`config.mk`:
```
export PLATFORM = sky130hd
export DESIGN_NAME = timed_segment_sequencer
export DESIGN_NICKNAME = d
export VERILOG_FILES = /design/src/rtl/tss_pkg.sv /design/src/rtl/timed_segment_sequencer.sv /design/src/rtl/tss_ram.sv /design/src/rtl/tss_ctrl.sv /design/src/rtl/tss_dp.sv
export SDC_FILE = /design/constraint.sdc
export NUM_CORES = 2
export LEC_CHECK = 0
export BUFFER_PORTS_ARGS = -buffer_cell sky130_fd_sc_hd__buf_4
export CAP_MARGIN = 20
export CORE_MARGIN = 2
export CORE_UTILIZATION = 48
export CTS_BUF_LIST = sky130_fd_sc_hd__clkbuf_2
export DETAILED_ROUTE_END_ITERATION = 8
export PLACE_DENSITY_LB_ADDON = 0.05
export SYNTH_ARGS = -nofsm -noshare
export SYNTH_HDL_FRONTEND = slang
export SYNTH_SLANG_ARGS = --single-unit
export TNS_END_PERCENT = 5
```
`constraint.sdc`:
```
create_clock -name i_clk -period 15.1 [get_ports i_clk]
set_clock_uncertainty 0.1 [all_clocks]
set_input_delay 0 -clock i_clk [delete_from_list [all_inputs] [get_ports i_clk]]
set_output_delay 0 -clock i_clk [all_outputs]
set_load 0.05 [all_outputs]
```
`src/rtl/tss_pkg.sv`:
```
// ----------------------------------------------------------------------------
// tss_pkg
// Shared types, codes and constants of the timed segment sequencer.
// ----------------------------------------------------------------------------
`default_nettype none

package tss_pkg;

    // Table depth default
    localparam int DEFAULT_MAX_ENTRIES = 16;

    // Field widths
    localparam int OP_W       = 4;
    localparam int DT_W       = 16;
    localparam int DUR_W      = 24;
    localparam int SPEED_W    = 12;
    localparam int TIME_W     = 32;
    localparam int PROD_W     = DT_W + SPEED_W;
    localparam int SCALED_W   = PROD_W - 8;
    localparam int PROG_W     = 17;
    localparam int QUO_W      = 16;
    localparam int KIND_W     = 2;
    localparam int CFG_IDX_W  = 2;
    localparam int CFG_DATA_W = 24;
    localparam int ENTRY_W    = DUR_W + 3;

    // Arithmetic constants
    localparam logic [SPEED_W-1:0] SPEED_MIN    = 12'd26;
    localparam logic [SPEED_W-1:0] SPEED_RESET  = 12'd256;
    localparam logic [PROG_W-1:0]  PROGRESS_ONE = 17'h10000;
    localparam logic [TIME_W-1:0]  SAT32        = 32'hFFFF_FFFF;
    localparam int                 DIV_STEPS    = QUO_W;
    localparam int                 DIV_CNT_W    = $clog2(DIV_STEPS + 1);

    // Configuration register indexes
    localparam logic [CFG_IDX_W-1:0] CFG_LOOP_ENABLE = 2'd0;
    localparam logic [CFG_IDX_W-1:0] CFG_SPEED       = 2'd1;
    localparam logic [CFG_IDX_W-1:0] CFG_COOLDOWN    = 2'd2;

    // Callback kinds
    localparam logic [KIND_W-1:0] KIND_NONE     = 2'd0;
    localparam logic [KIND_W-1:0] KIND_FORWARD  = 2'd1;
    localparam logic [KIND_W-1:0] KIND_BACKWARD = 2'd2;

    typedef enum logic [OP_W-1:0] {
        OP_TICK  = 4'd0,
        OP_PLAY  = 4'd1,
        OP_PAUSE = 4'd2,
        OP_NEXT  = 4'd3,
        OP_PREV  = 4'd4,
        OP_FRONT = 4'd5,
        OP_BACK  = 4'd6,
        OP_PUSH  = 4'd7,
        OP_CLEAR = 4'd8
    } t_op;

    typedef enum logic [2:0] {
        ST_IDLE,
        ST_DECIDE,
        ST_ADD,
        ST_DLOAD,
        ST_DIV,
        ST_FIN
    } t_state;

    // Controller to datapath
    typedef struct packed {
        logic capture;
        logic rd_issue;
        logic add;
        logic div_load;
        logic div_step;
        logic commit;
    } t_dp_cmd;

    // Datapath to controller
    typedef struct packed {
        logic tick_run;
        logic div_last;
    } t_dp_status;

endpackage

`default_nettype wire

```
`src/rtl/timed_segment_sequencer.sv`:
```
// ----------------------------------------------------------------------------
// timed_segment_sequencer
// Plays a table of timed segments with progress callbacks and cooldowns.
// ----------------------------------------------------------------------------
// Channel | Signals                                   | Transfer when
// --------+-------------------------------------------+--------------------------
// input   | i_in_valid/o_in_ready, operation fields    | i_in_valid & o_in_ready
// result  | o_out_valid/i_out_ready, result fields     | o_out_valid & i_out_ready
// config  | i_cfg_valid/o_cfg_ready, index, data       | i_cfg_valid & o_cfg_ready
//
// A tick that plays a segment goes from transfer to result through table
// read, speed multiply, elapsed add, then a 16-step restoring divider for the
// progress; other operations go straight to the commit. One item is in work
// at a time; the next item can transfer in the cycle the result appears.
// Reset is synchronous, active low; the table needs no clearing pass.
// A stalled result is held in the output register while the next item is taken.
// ----------------------------------------------------------------------------
`default_nettype none

module timed_segment_sequencer
    import tss_pkg::*;
#(
    parameter int MAX_ENTRIES = DEFAULT_MAX_ENTRIES,
    localparam int IDX_W = (MAX_ENTRIES > 1) ? $clog2(MAX_ENTRIES) : 1,
    localparam int CNT_W = $clog2(MAX_ENTRIES + 1)
) (
    input  wire logic                  i_clk,
    input  wire logic                  i_rst_n,
    input  wire logic                  i_cfg_valid,
    output logic                       o_cfg_ready,
    input  wire logic [CFG_IDX_W-1:0]  i_cfg_index,
    input  wire logic [CFG_DATA_W-1:0] i_cfg_data,
    input  wire logic                  i_in_valid,
    output logic                       o_in_ready,
    input  wire logic [OP_W-1:0]       i_operation,
    input  wire logic [DT_W-1:0]       i_dt,
    input  wire logic [DUR_W-1:0]      i_duration,
    input  wire logic                  i_direction,
    input  wire logic                  i_has_forward,
    input  wire logic                  i_has_backward,
    output logic                       o_out_valid,
    input  wire logic                  i_out_ready,
    output logic      [IDX_W-1:0]      o_current_entry,
    output logic      [PROG_W-1:0]     o_progress,
    output logic      [KIND_W-1:0]     o_callback_kind,
    output logic                       o_is_playing,
    output logic                       o_is_waiting,
    output logic      [CNT_W-1:0]      o_entry_count,
    output logic                       o_rejected
);

    t_dp_cmd    cmd;
    t_dp_status status;

    assign o_cfg_ready = 1'b1;

    tss_ctrl u_ctrl (
        .i_clk       (i_clk),
        .i_rst_n     (i_rst_n),
        .i_in_valid  (i_in_valid),
        .o_in_ready  (o_in_ready),
        .o_out_valid (o_out_valid),
        .i_out_ready (i_out_ready),
        .i_status    (status),
        .o_cmd       (cmd)
    );

    tss_dp #(
        .MAX_ENTRIES (MAX_ENTRIES)
    ) u_dp (
        .i_clk           (i_clk),
        .i_rst_n         (i_rst_n),
        .i_cmd           (cmd),
        .o_status        (status),
        .i_cfg_write     (i_cfg_valid),
        .i_cfg_index     (i_cfg_index),
        .i_cfg_data      (i_cfg_data),
        .i_operation     (i_operation),
        .i_dt            (i_dt),
        .i_duration      (i_duration),
        .i_direction     (i_direction),
        .i_has_forward   (i_has_forward),
        .i_has_backward  (i_has_backward),
        .o_current_entry (o_current_entry),
        .o_progress      (o_progress),
        .o_callback_kind (o_callback_kind),
        .o_is_playing    (o_is_playing),
        .o_is_waiting    (o_is_waiting),
        .o_entry_count   (o_entry_count),
        .o_rejected      (o_rejected)
    );

endmodule

`default_nettype wire

```
`src/rtl/tss_ram.sv`:
```
// ----------------------------------------------------------------------------
// tss_ram
// Generic simple dual-port RAM, one write port, one registered read port.
// ----------------------------------------------------------------------------
`default_nettype none

module tss_ram #(
    parameter int WIDTH = 8,
    parameter int DEPTH = 16,
    localparam int ADDR_W = (DEPTH > 1) ? $clog2(DEPTH) : 1
) (
    input  wire logic              i_clk,
    input  wire logic              i_wr_en,
    input  wire logic [ADDR_W-1:0] i_wr_addr,
    input  wire logic [WIDTH-1:0]  i_wr_data,
    input  wire logic              i_rd_en,
    input  wire logic [ADDR_W-1:0] i_rd_addr,
    output logic      [WIDTH-1:0]  o_rd_data
);

    logic [WIDTH-1:0] r_mem [DEPTH];

    // Write port
    always_ff @(posedge i_clk) begin
        if (i_wr_en) begin
            r_mem[i_wr_addr] <= i_wr_data;
        end
    end

    // Registered read port
    always_ff @(posedge i_clk) begin
        if (i_rd_en) begin
            o_rd_data <= r_mem[i_rd_addr];
        end
    end

endmodule

`default_nettype wire

```
`src/rtl/tss_ctrl.sv`:
```
// ----------------------------------------------------------------------------
// tss_ctrl
// Controller: sequences one item through read, add, divide (ticks) and commit.
// ----------------------------------------------------------------------------
`default_nettype none

module tss_ctrl
    import tss_pkg::*;
(
    input  wire logic       i_clk,
    input  wire logic       i_rst_n,
    input  wire logic       i_in_valid,
    output logic            o_in_ready,
    output logic            o_out_valid,
    input  wire logic       i_out_ready,
    input  wire t_dp_status i_status,
    output t_dp_cmd         o_cmd
);

    t_state r_state, n_state;
    logic   r_out_valid, n_out_valid;
    logic   out_free;

    assign out_free    = !r_out_valid || i_out_ready;
    assign o_out_valid = r_out_valid;

    // State and output-valid registers
    always_ff @(posedge i_clk) begin
        if (!i_rst_n) begin
            r_state     <= ST_IDLE;
            r_out_valid <= 1'b0;
        end else begin
            r_state     <= n_state;
            r_out_valid <= n_out_valid;
        end
    end

    // Next state
    always_comb begin
        n_state = r_state;
        unique case (r_state)
            ST_IDLE:   if (i_in_valid) n_state = ST_DECIDE;
            ST_DECIDE: n_state = i_status.tick_run ? ST_ADD : ST_FIN;
            ST_ADD:    n_state = ST_DLOAD;
            ST_DLOAD:  n_state = ST_DIV;
            ST_DIV:    if (i_status.div_last) n_state = ST_FIN;
            ST_FIN:    if (out_free) n_state = ST_IDLE;
            default:   n_state = ST_IDLE;
        endcase
    end

    // Outputs
    always_comb begin
        o_cmd      = '0;
        o_in_ready = 1'b0;
        unique case (r_state)
            ST_IDLE: begin
                o_in_ready    = 1'b1;
                o_cmd.capture = i_in_valid;
            end
            ST_DECIDE: o_cmd.rd_issue = 1'b1;
            ST_ADD:    o_cmd.add      = 1'b1;
            ST_DLOAD:  o_cmd.div_load = 1'b1;
            ST_DIV:    o_cmd.div_step = 1'b1;
            ST_FIN:    o_cmd.commit   = out_free;
            default: begin
                o_in_ready = 1'b0;
            end
        endcase
    end

    // Result register occupancy
    always_comb begin
        n_out_valid = r_out_valid;
        if (o_cmd.commit) begin
            n_out_valid = 1'b1;
        end else if (i_out_ready) begin
            n_out_valid = 1'b0;
        end
    end

endmodule

`default_nettype wire

```
`src/rtl/tss_dp.sv`:
```
// ----------------------------------------------------------------------------
// tss_dp
// Datapath: sequencer state, segment table, speed multiply, progress divider.
// ----------------------------------------------------------------------------
`default_nettype none

module tss_dp
    import tss_pkg::*;
#(
    parameter int MAX_ENTRIES = DEFAULT_MAX_ENTRIES,
    localparam int IDX_W = (MAX_ENTRIES > 1) ? $clog2(MAX_ENTRIES) : 1,
    localparam int CNT_W = $clog2(MAX_ENTRIES + 1)
) (
    input  wire logic                  i_clk,
    input  wire logic                  i_rst_n,
    input  wire t_dp_cmd               i_cmd,
    output t_dp_status                 o_status,
    input  wire logic                  i_cfg_write,
    input  wire logic [CFG_IDX_W-1:0]  i_cfg_index,
    input  wire logic [CFG_DATA_W-1:0] i_cfg_data,
    input  wire logic [OP_W-1:0]       i_operation,
    input  wire logic [DT_W-1:0]       i_dt,
    input  wire logic [DUR_W-1:0]      i_duration,
    input  wire logic                  i_direction,
    input  wire logic                  i_has_forward,
    input  wire logic                  i_has_backward,
    output logic      [IDX_W-1:0]      o_current_entry,
    output logic      [PROG_W-1:0]     o_progress,
    output logic      [KIND_W-1:0]     o_callback_kind,
    output logic                       o_is_playing,
    output logic                       o_is_waiting,
    output logic      [CNT_W-1:0]      o_entry_count,
    output logic                       o_rejected
);

    localparam logic [CNT_W-1:0] MAX_CNT = CNT_W'(MAX_ENTRIES);

    // Captured item
    t_op               r_op;
    logic [DT_W-1:0]   r_dt;
    logic [DUR_W-1:0]  r_dur_in;
    logic              r_dir_in, r_hf_in, r_hb_in;

    // Configuration
    logic               r_loop;
    logic [SPEED_W-1:0] r_speed;
    logic [DUR_W-1:0]   r_cooldown;

    // Sequencer state
    logic [CNT_W-1:0]  r_count, n_count;
    logic [IDX_W-1:0]  r_cur, n_cur;
    logic [TIME_W-1:0] r_elapsed, n_elapsed;
    logic [TIME_W-1:0] r_ctimer, n_ctimer;
    logic              r_playing, n_playing;
    logic              r_waiting, n_waiting;

    // Tick work registers
    logic [PROD_W-1:0]    r_prod;
    logic [DUR_W-1:0]     r_ent_dur;
    logic                 r_ent_dir, r_ent_hf, r_ent_hb;
    logic [DUR_W-1:0]     r_rem;
    logic [QUO_W-1:0]     r_quo;
    logic [DIV_CNT_W-1:0] r_div_cnt;

    logic [SPEED_W-1:0] eff_speed;
    logic [TIME_W:0]    elapsed_sum;
    logic [TIME_W-1:0]  elapsed_sat;
    logic [DUR_W:0]     rem_shift;
    logic               nonempty;
    logic [ENTRY_W-1:0] ram_rdata;
    logic               ram_wr;

    // Commit results
    logic [PROG_W-1:0]  n_progress;
    logic [KIND_W-1:0]  n_kind;
    logic               n_rejected;
    logic               do_adv, set_play;
    logic [CNT_W-1:0]   inc;
    logic               at_end;
    logic [TIME_W:0]    ctimer_sum;
    logic [TIME_W-1:0]  ctimer_sat;
    logic               finished;

    assign nonempty  = (r_count != '0) && (CNT_W'(r_cur) < r_count);
    assign eff_speed = (r_speed < SPEED_MIN) ? SPEED_MIN : r_speed;

    assign o_status.tick_run = (r_op == OP_TICK) && r_playing && nonempty && !r_waiting;
    assign o_status.div_last = (r_div_cnt == DIV_CNT_W'(1));

    // Capture the accepted item
    always_ff @(posedge i_clk) begin
        if (i_cmd.capture) begin
            r_op     <= t_op'(i_operation);
            r_dt     <= i_dt;
            r_dur_in <= i_duration;
            r_dir_in <= i_direction;
            r_hf_in  <= i_has_forward;
            r_hb_in  <= i_has_backward;
        end
    end

    // Configuration registers
    always_ff @(posedge i_clk) begin
        if (!i_rst_n) begin
            r_loop     <= 1'b0;
            r_speed    <= SPEED_RESET;
            r_cooldown <= '0;
        end else if (i_cfg_write) begin
            case (i_cfg_index)
                CFG_LOOP_ENABLE: r_loop     <= i_cfg_data[0];
                CFG_SPEED:       r_speed    <= i_cfg_data[SPEED_W-1:0];
                CFG_COOLDOWN:    r_cooldown <= i_cfg_data;
                default:         r_loop     <= r_loop;
            endcase
        end
    end

    // Segment table
    assign ram_wr = i_cmd.commit && (r_op == OP_PUSH) && (r_count < MAX_CNT);

    tss_ram #(
        .WIDTH (ENTRY_W),
        .DEPTH (MAX_ENTRIES)
    ) u_table (
        .i_clk     (i_clk),
        .i_wr_en   (ram_wr),
        .i_wr_addr (IDX_W'(r_count)),
        .i_wr_data ({r_dur_in, r_dir_in, r_hf_in, r_hb_in}),
        .i_rd_en   (i_cmd.rd_issue),
        .i_rd_addr (r_cur),
        .o_rd_data (ram_rdata)
    );

    // Speed scaling product
    always_ff @(posedge i_clk) begin
        if (i_cmd.rd_issue) begin
            r_prod <= PROD_W'(r_dt) * PROD_W'(eff_speed);
        end
    end

    // Saturating elapsed update
    assign elapsed_sum = {1'b0, r_elapsed} + (TIME_W+1)'(r_prod[PROD_W-1:8]);
    assign elapsed_sat = elapsed_sum[TIME_W] ? SAT32 : elapsed_sum[TIME_W-1:0];

    always_ff @(posedge i_clk) begin
        if (i_cmd.add) begin
            r_ent_dur <= ram_rdata[ENTRY_W-1:3];
            r_ent_dir <= ram_rdata[2];
            r_ent_hf  <= ram_rdata[1];
            r_ent_hb  <= ram_rdata[0];
        end
    end

    // Restoring divider: elapsed * 2^16 / duration, only used when elapsed < duration
    assign rem_shift = {r_rem, 1'b0};

    always_ff @(posedge i_clk) begin
        if (!i_rst_n) begin
            r_div_cnt <= '0;
        end else if (i_cmd.div_load) begin
            r_div_cnt <= DIV_CNT_W'(DIV_STEPS);
        end else if (i_cmd.div_step) begin
            r_div_cnt <= r_div_cnt - DIV_CNT_W'(1);
        end
    end

    always_ff @(posedge i_clk) begin
        if (i_cmd.div_load) begin
            r_rem <= r_elapsed[DUR_W-1:0];
            r_quo <= '0;
        end else if (i_cmd.div_step) begin
            if (rem_shift >= {1'b0, r_ent_dur}) begin
                r_rem <= DUR_W'(rem_shift - {1'b0, r_ent_dur});
                r_quo <= {r_quo[QUO_W-2:0], 1'b1};
            end else begin
                r_rem <= rem_shift[DUR_W-1:0];
                r_quo <= {r_quo[QUO_W-2:0], 1'b0};
            end
        end
    end

    // Commit logic
    assign inc        = CNT_W'(r_cur) + CNT_W'(1);
    assign at_end     = (inc >= r_count);
    assign ctimer_sum = {1'b0, r_ctimer} + (TIME_W+1)'(r_dt);
    assign ctimer_sat = ctimer_sum[TIME_W] ? SAT32 : ctimer_sum[TIME_W-1:0];
    assign finished   = (r_elapsed >= TIME_W'(r_ent_dur));

    always_comb begin
        n_count    = r_count;
        n_cur      = r_cur;
        n_elapsed  = r_elapsed;
        n_ctimer   = r_ctimer;
        n_playing  = r_playing;
        n_waiting  = r_waiting;
        n_progress = '0;
        n_kind     = KIND_NONE;
        n_rejected = 1'b0;
        do_adv     = 1'b0;
        set_play   = 1'b0;

        case (r_op)
            OP_TICK: begin
                if (r_playing && nonempty) begin
                    if (!r_waiting) begin
                        if (!r_ent_dir) begin
                            if (r_ent_hf) n_kind = KIND_FORWARD;
                        end else if (r_ent_hb) begin
                            n_kind = KIND_BACKWARD;
                        end
                        if (n_kind != KIND_NONE) begin
                            n_progress = finished ? PROGRESS_ONE : {1'b0, r_quo};
                        end
                        if (finished) begin
                            if (r_cooldown != '0) begin
                                n_waiting = 1'b1;
                                n_ctimer  = '0;
                            end else begin
                                do_adv = 1'b1;
                            end
                        end
                    end else begin
                        n_ctimer = ctimer_sat;
                        if (ctimer_sat >= TIME_W'(r_cooldown)) begin
                            n_waiting = 1'b0;
                            do_adv    = 1'b1;
                        end
                    end
                end
            end
            OP_PLAY: begin
                if (r_count != '0) n_playing = 1'b1;
            end
            OP_PAUSE: n_playing = 1'b0;
            OP_NEXT: begin
                if (r_count != '0) begin
                    do_adv   = 1'b1;
                    set_play = 1'b1;
                end
            end
            OP_PREV: begin
                if (r_count != '0) begin
                    if (r_loop) begin
                        n_cur = (r_cur == '0) ? IDX_W'(r_count - CNT_W'(1))
                                              : r_cur - IDX_W'(1);
                    end else if (r_cur != '0) begin
                        n_cur = r_cur - IDX_W'(1);
                    end
                    n_elapsed = '0;
                    n_playing = 1'b1;
                end
            end
            OP_FRONT: begin
                if (r_count != '0) begin
                    n_cur     = '0;
                    n_elapsed = '0;
                end
            end
            OP_BACK: begin
                if (r_count != '0) begin
                    n_cur     = IDX_W'(r_count - CNT_W'(1));
                    n_elapsed = '0;
                end
            end
            OP_PUSH: begin
                if (r_count >= MAX_CNT) begin
                    n_rejected = 1'b1;
                end else begin
                    n_count = r_count + CNT_W'(1);
                end
            end
            OP_CLEAR: begin
                n_count   = '0;
                n_cur     = '0;
                n_elapsed = '0;
                n_playing = 1'b0;
            end
            default: n_rejected = 1'b0;
        endcase

        // Move to the following segment, wrap or stop at the end
        if (do_adv && (r_count != '0)) begin
            if (r_loop) begin
                n_cur     = at_end ? '0 : IDX_W'(inc);
                n_elapsed = '0;
            end else if (!at_end) begin
                n_cur     = IDX_W'(inc);
                n_elapsed = '0;
            end else begin
                n_playing = 1'b0;
            end
        end
        if (set_play) n_playing = 1'b1;
    end

    // Sequencer state registers
    always_ff @(posedge i_clk) begin
        if (!i_rst_n) begin
            r_count   <= '0;
            r_cur     <= '0;
            r_elapsed <= '0;
            r_ctimer  <= '0;
            r_playing <= 1'b0;
            r_waiting <= 1'b0;
        end else if (i_cmd.add) begin
            r_elapsed <= elapsed_sat;
        end else if (i_cmd.commit) begin
            r_count   <= n_count;
            r_cur     <= n_cur;
            r_elapsed <= n_elapsed;
            r_ctimer  <= n_ctimer;
            r_playing <= n_playing;
            r_waiting <= n_waiting;
        end
    end

    // Result register
    always_ff @(posedge i_clk) begin
        if (i_cmd.commit) begin
            o_current_entry <= n_cur;
            o_progress      <= n_progress;
            o_callback_kind <= n_kind;
            o_is_playing    <= n_playing;
            o_is_waiting    <= n_waiting;
            o_entry_count   <= n_count;
            o_rejected      <= n_rejected;
        end
    end

endmodule

`default_nettype wire
```
==> After elaboration in Yosys (flattened, before gate mapping) <==
Memories as Yosys holds them, arrays and structs flattened. A register that Yosys moved wholly into a read port is not among the register bits.
Cells that the tools add are included.
{ "word_totals": {"reg_bits": 294, "latchBits": 0, "mem_bits_rw": 432, "mem_bits_ro": 0, "n_memories": 1} }
{ "memory_table": {"columns": ["name", "depth", "word_bits", "read_ports", "rd_ports_with_merged_regs", "write_ports", "line", "source"], "rows": [
  ["u_dp.u_table.r_mem", 16, 27, 1, 1, 1, "tss_ram.sv:21", "logic [WIDTH-1:0] r_mem [DEPTH];"]
]} }
{ "classes": {"n_addsub": 8, "mul": 1, "div_mod_pow": 0, "n_lt_le_gt_ge": 8, "eq_ne": 19, "shift": 0, "n_mux": 76, "bitwise": 5, "n_reduce_logical": 37} }
{ "ops": {"columns": ["op", "count"], "rows": [
  ["2-to-1 mux 32 bit", 11],
  ["2-to-1 mux 24 bit", 3],
  [">= comparator 32 x 24 -> 1 bit", 2],
  ["one-hot mux 32 bit (2 select lines)", 1],
  ["2-to-1 mux 4 bit", 10],
  ["adder 32 x 16 -> 33 bit", 1],
  ["adder 32 x 20 -> 33 bit", 1],
  ["2-to-1 mux 1 bit", 32],
  ["multiplier 16 x 12 -> 28 bit", 1],
  [">= comparator 25 x 24 -> 1 bit", 1],
  ["nonzero test 24 bit", 1],
  ["subtractor 24 bit", 1],
  ["one-hot mux 3 bit (6 select lines)", 1],
  ["2-to-1 mux 17 bit", 1],
  ["== test 4 x 3 -> 1 bit (second input constant)", 4],
  ["one-hot mux 4 bit (4 select lines)", 1],
  ["2-to-1 mux 5 bit", 3],
  ["< comparator 12 x 5 -> 1 bit (second input constant)", 1],
  ["2-to-1 mux 12 bit", 1],
  ["2-to-1 mux 3 bit", 4],
  ["nonzero test 2 bit", 6],
  ["2-to-1 mux 2 bit", 5],
  ["one-hot mux 5 bit (2 select lines)", 1],
  ["== test 4 x 2 -> 1 bit (second input constant)", 2],
  ["other kinds (35)", 59]
]} }

==> Depth between registers and ports, before layout <==
{ "logic_depth": {"depth_word": 11, "mapped_depth": 26, "ltp_nobuf": 25} }

==> Cells and area by module <==
From an unflattened synthesis, not the netlist that was laid out.
{ "unflattened": {"cells_unflattened": 3145, "hier_area_um2": 39205.1} }
{ "modules_own_cells": {"columns": ["mod", "n_inst", "cells_each", "area_each_um2", "seq_area_each_um2"], "rows": [
  ["tss_dp", 1, 2400, 21765.9, 7136.8],
  ["tss_ram", 1, 710, 17162.7, 13783.2],
  ["tss_ctrl", 1, 33, 265.3, 80.1],
  ["timed_segment_sequencer", 1, 2, 11.3, 0.0]
]} }

==> Worst setup path after synthesis <==
Ideal clock, no wire load.
{ "synth_path": {"kind": "reg2reg", "startpoint": "register u_dp.r_speed[5]", "endpoint": "register u_dp.r_prod[27] (data pin)", "arrival_time_ns": 6.257, "required_ns": 14.740, "setup_slack_ns": 8.483, "stages_incl_launch_ff": 26, "synth_period_minus_slack_ns": 6.617, "path_cell_list": "dfxtp_1 > clkbuf_1 > nor3_1 > nand3_2 > nand2b_1 > clkbuf_1 > nand2_1 > fa_1 > fa_1 > inv_1 > fa_1 > fa_1 > inv_1 > fa_1 > inv_1 > ha_1 > a21o_1 > a21oi_1 > o21ai_0 > and3_1 > a221o_1 > a41o_1 > and2_4 > a311o_1 > a31oi_1 > xnor2_1"} }
{ "synth_via": {"elab_chain_cells": 3} }
{ "synth_lines": {"columns": ["element", "line", "source"], "rows": [
  ["start, declared", "tss_dp.sv:46", "logic [SPEED_W-1:0] r_speed;"],
  ["start signal, assigned", "tss_dp.sv:111", "CFG_SPEED: r_speed <= i_cfg_data[SPEED_W-1:0];"],
  ["< comparator 12 x 5 -> 1 bit", "tss_dp.sv:85", "assign eff_speed = (r_speed < SPEED_MIN) ? SPEED_MIN : r_speed;"],
  ["2-to-1 mux 12 bit *", "tss_dp.sv:85", null],
  ["multiplier 16 x 12 -> 28 bit *", "tss_dp.sv:137", "r_prod <= PROD_W'(r_dt) * PROD_W'(eff_speed);"],
  ["end signal, assigned", "tss_dp.sv:137", null],
  ["end, declared", "tss_dp.sv:58", "logic [PROD_W-1:0] r_prod;"]
]} }
Mark *: on every way between the ends. The rest lies on a longest branch, timed or not.
A chain may end at the register's enable or synchronous reset.

==> Worst setup path in the final report <==
{ "layout_path": {"startpoint": "register u_dp.r_speed[8]", "endpoint": "register u_dp.r_prod[27] (data pin)"} }
Same word-level chain as after synthesis.

==> impl_results.md <==
- Drt total wl: 99500 um
- Most frequent CP cell: fa_1
- Layout net count: 3919
- Tcrit/Tclk final: 48.5%
- Crit. End Element: register
- CTS tree: done
- Seq/Total Area, Yosys: 54.0%
- Worst Path Required: 16.13 ns
- First-pass GRT wire length: 155000 um
- Initial Util: 48.4%
- Ys async rst share: 0%
- Final Hold Vio Count: 0
- Final Max Slew Viols: 0
- Most common cell after layout, fill and taps aside: edfxtp_1
- Clk buf depth: 3
- H-Tree Depth: 4
- Worst-path clk slew: 0.11 ns
- Post-Layout Cell Count: 4734
- I/O Pins: 112
- Clk root buf: clkbuf_2
- Min cycle time layout: 7.32 ns
- DR pass1 iterations: 7
- DP Cell Count: 4104
- Worst slack, placed: 7.75 ns
- Hold depth: 5
- Worst Hold Class: in2reg
- Setup_tns: 0 ns
- Largest net degree at the start of global routing: 77
- Synth Register Bits: 745
- Number of antenna violations at the first check in global routing: 8
- DP Wirelength: 61700 um
- Syn-to-layout area delta: 17.1%
- CP max stage cell: fa_1
- Max Clk Rate: 137 MHz
- Final setup violation count: 0
- Wirelength per Cell: 21.0 um
- Worst Max-Slew Pin Slew: 0.959 ns
- Slew HR: 35.9%
- Cts bufs inserted: 192
- Syn nets: 3440
- GP Congestion: 0.847
- Residual DRC: 0
- Port Buffers: 110
- Ys Warns: 0
- GRT Total Usage: 24.5%
- Cell family with most CP delay: adder cells
- Max-cap violations: 0
- Worst r2r path cells: 23
- Worst setup margin: 7.78 ns
- Crit path DAT: 8.36 ns
- RSZ-0062 raised after global routing: no
- Clock insertion delay at the later pin of the skew report: 1.39 ns
- Fraction of layout cells with a size suffix above 1: 17.5%
- CTS Sinks: 745
- Via count: 26100
- Post-synth EDFFs: 608
- Die ar.: 83300 um^2
- Most frequent cells in the layout: 608 x edfxtp_1, 354 x nand2_1, 269 x dlygate4sd3_1
- Post-Synthesis Cells: 3032
- Peak supply drop: 0.0632 mV
- Core area: 80300 um^2
- Die H: 289 um
- Synth Flop Type: edfxtp_1
- Worst path depth: 23
- Grt total ovfl: 0
- CP Class: reg2reg
- CP Launch Type: register
- Vias in the first global route: 27000
- CP bufs+invs: 3
- Die width: 289 um
- DRT antenna net count: 0
- Cells along the critical path: nor4_2, nand3_2, nand2b_1, nand2_1, fa_1, fa_1, inv_1, fa_1, fa_1, inv_1, fa_1, inv_1, ha_1, a21o_1, a21oi_1, o21ai_0, and3_1, a221o_1, a41o_1, and2_4, a311o_1, a31oi_1, xnor2_1
- Post-CTS Setup Repair Bufs: 0
- Row count: 104
- Starting DRT DRC Count: 1685
- Syn Area/Cell: 12.8 um^2
- Post-DR vias/cell: 5.50
- Crit-path max FO: 18
- LEAKAGE: 17.6 nW
- Final core occ: 56.7%
- Unique masters post-synth: 95
- Status: finished, final reports clean
- Crit-path max cell delay: 0.54 ns
- Cell Pwr Density: 96.7 nW/um^2
- Mapped Area: 38900 um^2
metal layers:
layer	vias to the layer above	wire length, um	global-route usage, %
met5	-	13	0
met4	2	2370	8.29
met3	164	4410	3.77
met2	717	48700	40.9
met1	13100	44000	33.0
li1	12100	-	-
power by group:
group          internal (mW)  switching [mW]
Clock                  0.526           0.869
Combinational          0.278           0.337
Sequential              2.31          0.0834
Total                   3.11            1.29
registers in the layout, indices dropped and copies added (netlist names), 12 cells and up:
| register | cells |
|---|---|
| u_dp.u_table.r_mem | 432 |
| u_dp.r_cooldown | 24 |
| u_dp.u_table.o_rd_data | 27 |
| u_dp.o_progress | 17 |
| u_dp.r_dt | 16 |
| u_dp.r_rem | 24 |
| u_dp.r_prod | 20 |
| u_dp.r_ent_dur | 24 |
| u_dp.r_elapsed | 32 |
| u_dp.r_dur_in | 24 |
| u_dp.r_quo | 16 |
| u_dp.r_speed | 12 |
| u_dp.r_ctimer | 32 |
synth_stat cells (20+ instances only):
library cell	count	area [um^2]
a21boi_0	56	420
a21o_1	56	420
a21oi_1	169	846
a31oi_1	21	131
and2_1	90	563
and3_1	23	144
clkbuf_1	109	409
dfxtp_1	137	2740
edfxtp_1	608	18300
fa_1	142	2840
ha_1	188	2350
inv_1	260	976
mux4_2	135	3040
nand2_1	354	1330
nand3_1	37	185
nand4_1	25	156
nor2_1	134	503
nor2b_1	33	206
nor3_1	37	185
o21a_1	20	150
o21ai_0	72	360
xnor2_1	47	412
xor2_1	28	245
through the flow:
step	hold WS [ns]	area, um^2	total power [mW]
5_1_grt	0.165	45500	4.65
6_report	0.229	45500	4.40
2_1_floorplan	-0.00113	38900	2.82
3_5_place_dp	0.0794	40900	3.00
4_1_cts	0.0103	45400	4.46
3_3_place_gp	0.0782	40900	2.99
timing repair:
action	in CTS	in global routing
endpoints found under the hold margin	265	0
hold buffers	270	0
gates resized for setup	0	0
layout make-up:
class	instances	area [um^2]
diodes	4	10.0
clock buffers	267	1340
clock inverters	86	477
fillers	6648	34800
inverters	262	983
multi-input cells	1893	16500
flip-flops and latches	745	21000
well taps	1060	1330
repair buffers	417	3860
tightest hold or removal path, stage by stage:
cell,delay (ns)
dlygate4sd3_1,0.53
buf_4,0.11
nand3b_1,0.69
nand2_1,0.12
a21boi_0,0.15
worst paths after layout:
| kind | startpoint | end | slack, ns |
|---|---|---|---|
| worst max-delay path | u_dp.r_speed[8]$_SDFFE_PN1P_ | u_dp.r_prod[27]$_DFFE_PN_ | 7.78 |
| worst max register to register | u_dp.r_speed[8]$_SDFFE_PN1P_ | u_dp.r_prod[27]$_DFFE_PN_ | 7.78 |
| worst min-delay path | i_cfg_index[0] | u_dp.r_cooldown[10]$_SDFFE_PN0P_ | 0.23 |
| worst min register to register | u_dp.u_table.o_rd_data[10]$_DFFE_PN_ | u_dp.r_ent_dur[7]$_DFFE_PP_ | 0.30 |
cells by family (layout without fill, tap and decap cells):
| group | Yosys count | after routing | synth area share (%) |
|---|---|---|---|
| simple gates | 810 | 810 | 9.90 |
| flops | 745 | 745 | 54.0 |
| compound gates | 536 | 536 | 9.14 |
| buf+inv | 394 | 1032 | 3.86 |
| fa+ha+maj | 330 | 330 | 13.4 |
| mux | 141 | 141 | 7.99 |
| xor+xnor | 75 | 75 | 1.69 |
| other cells | 1 | 5 | 0.00965 |
Power figures use the tool's default switching activity.
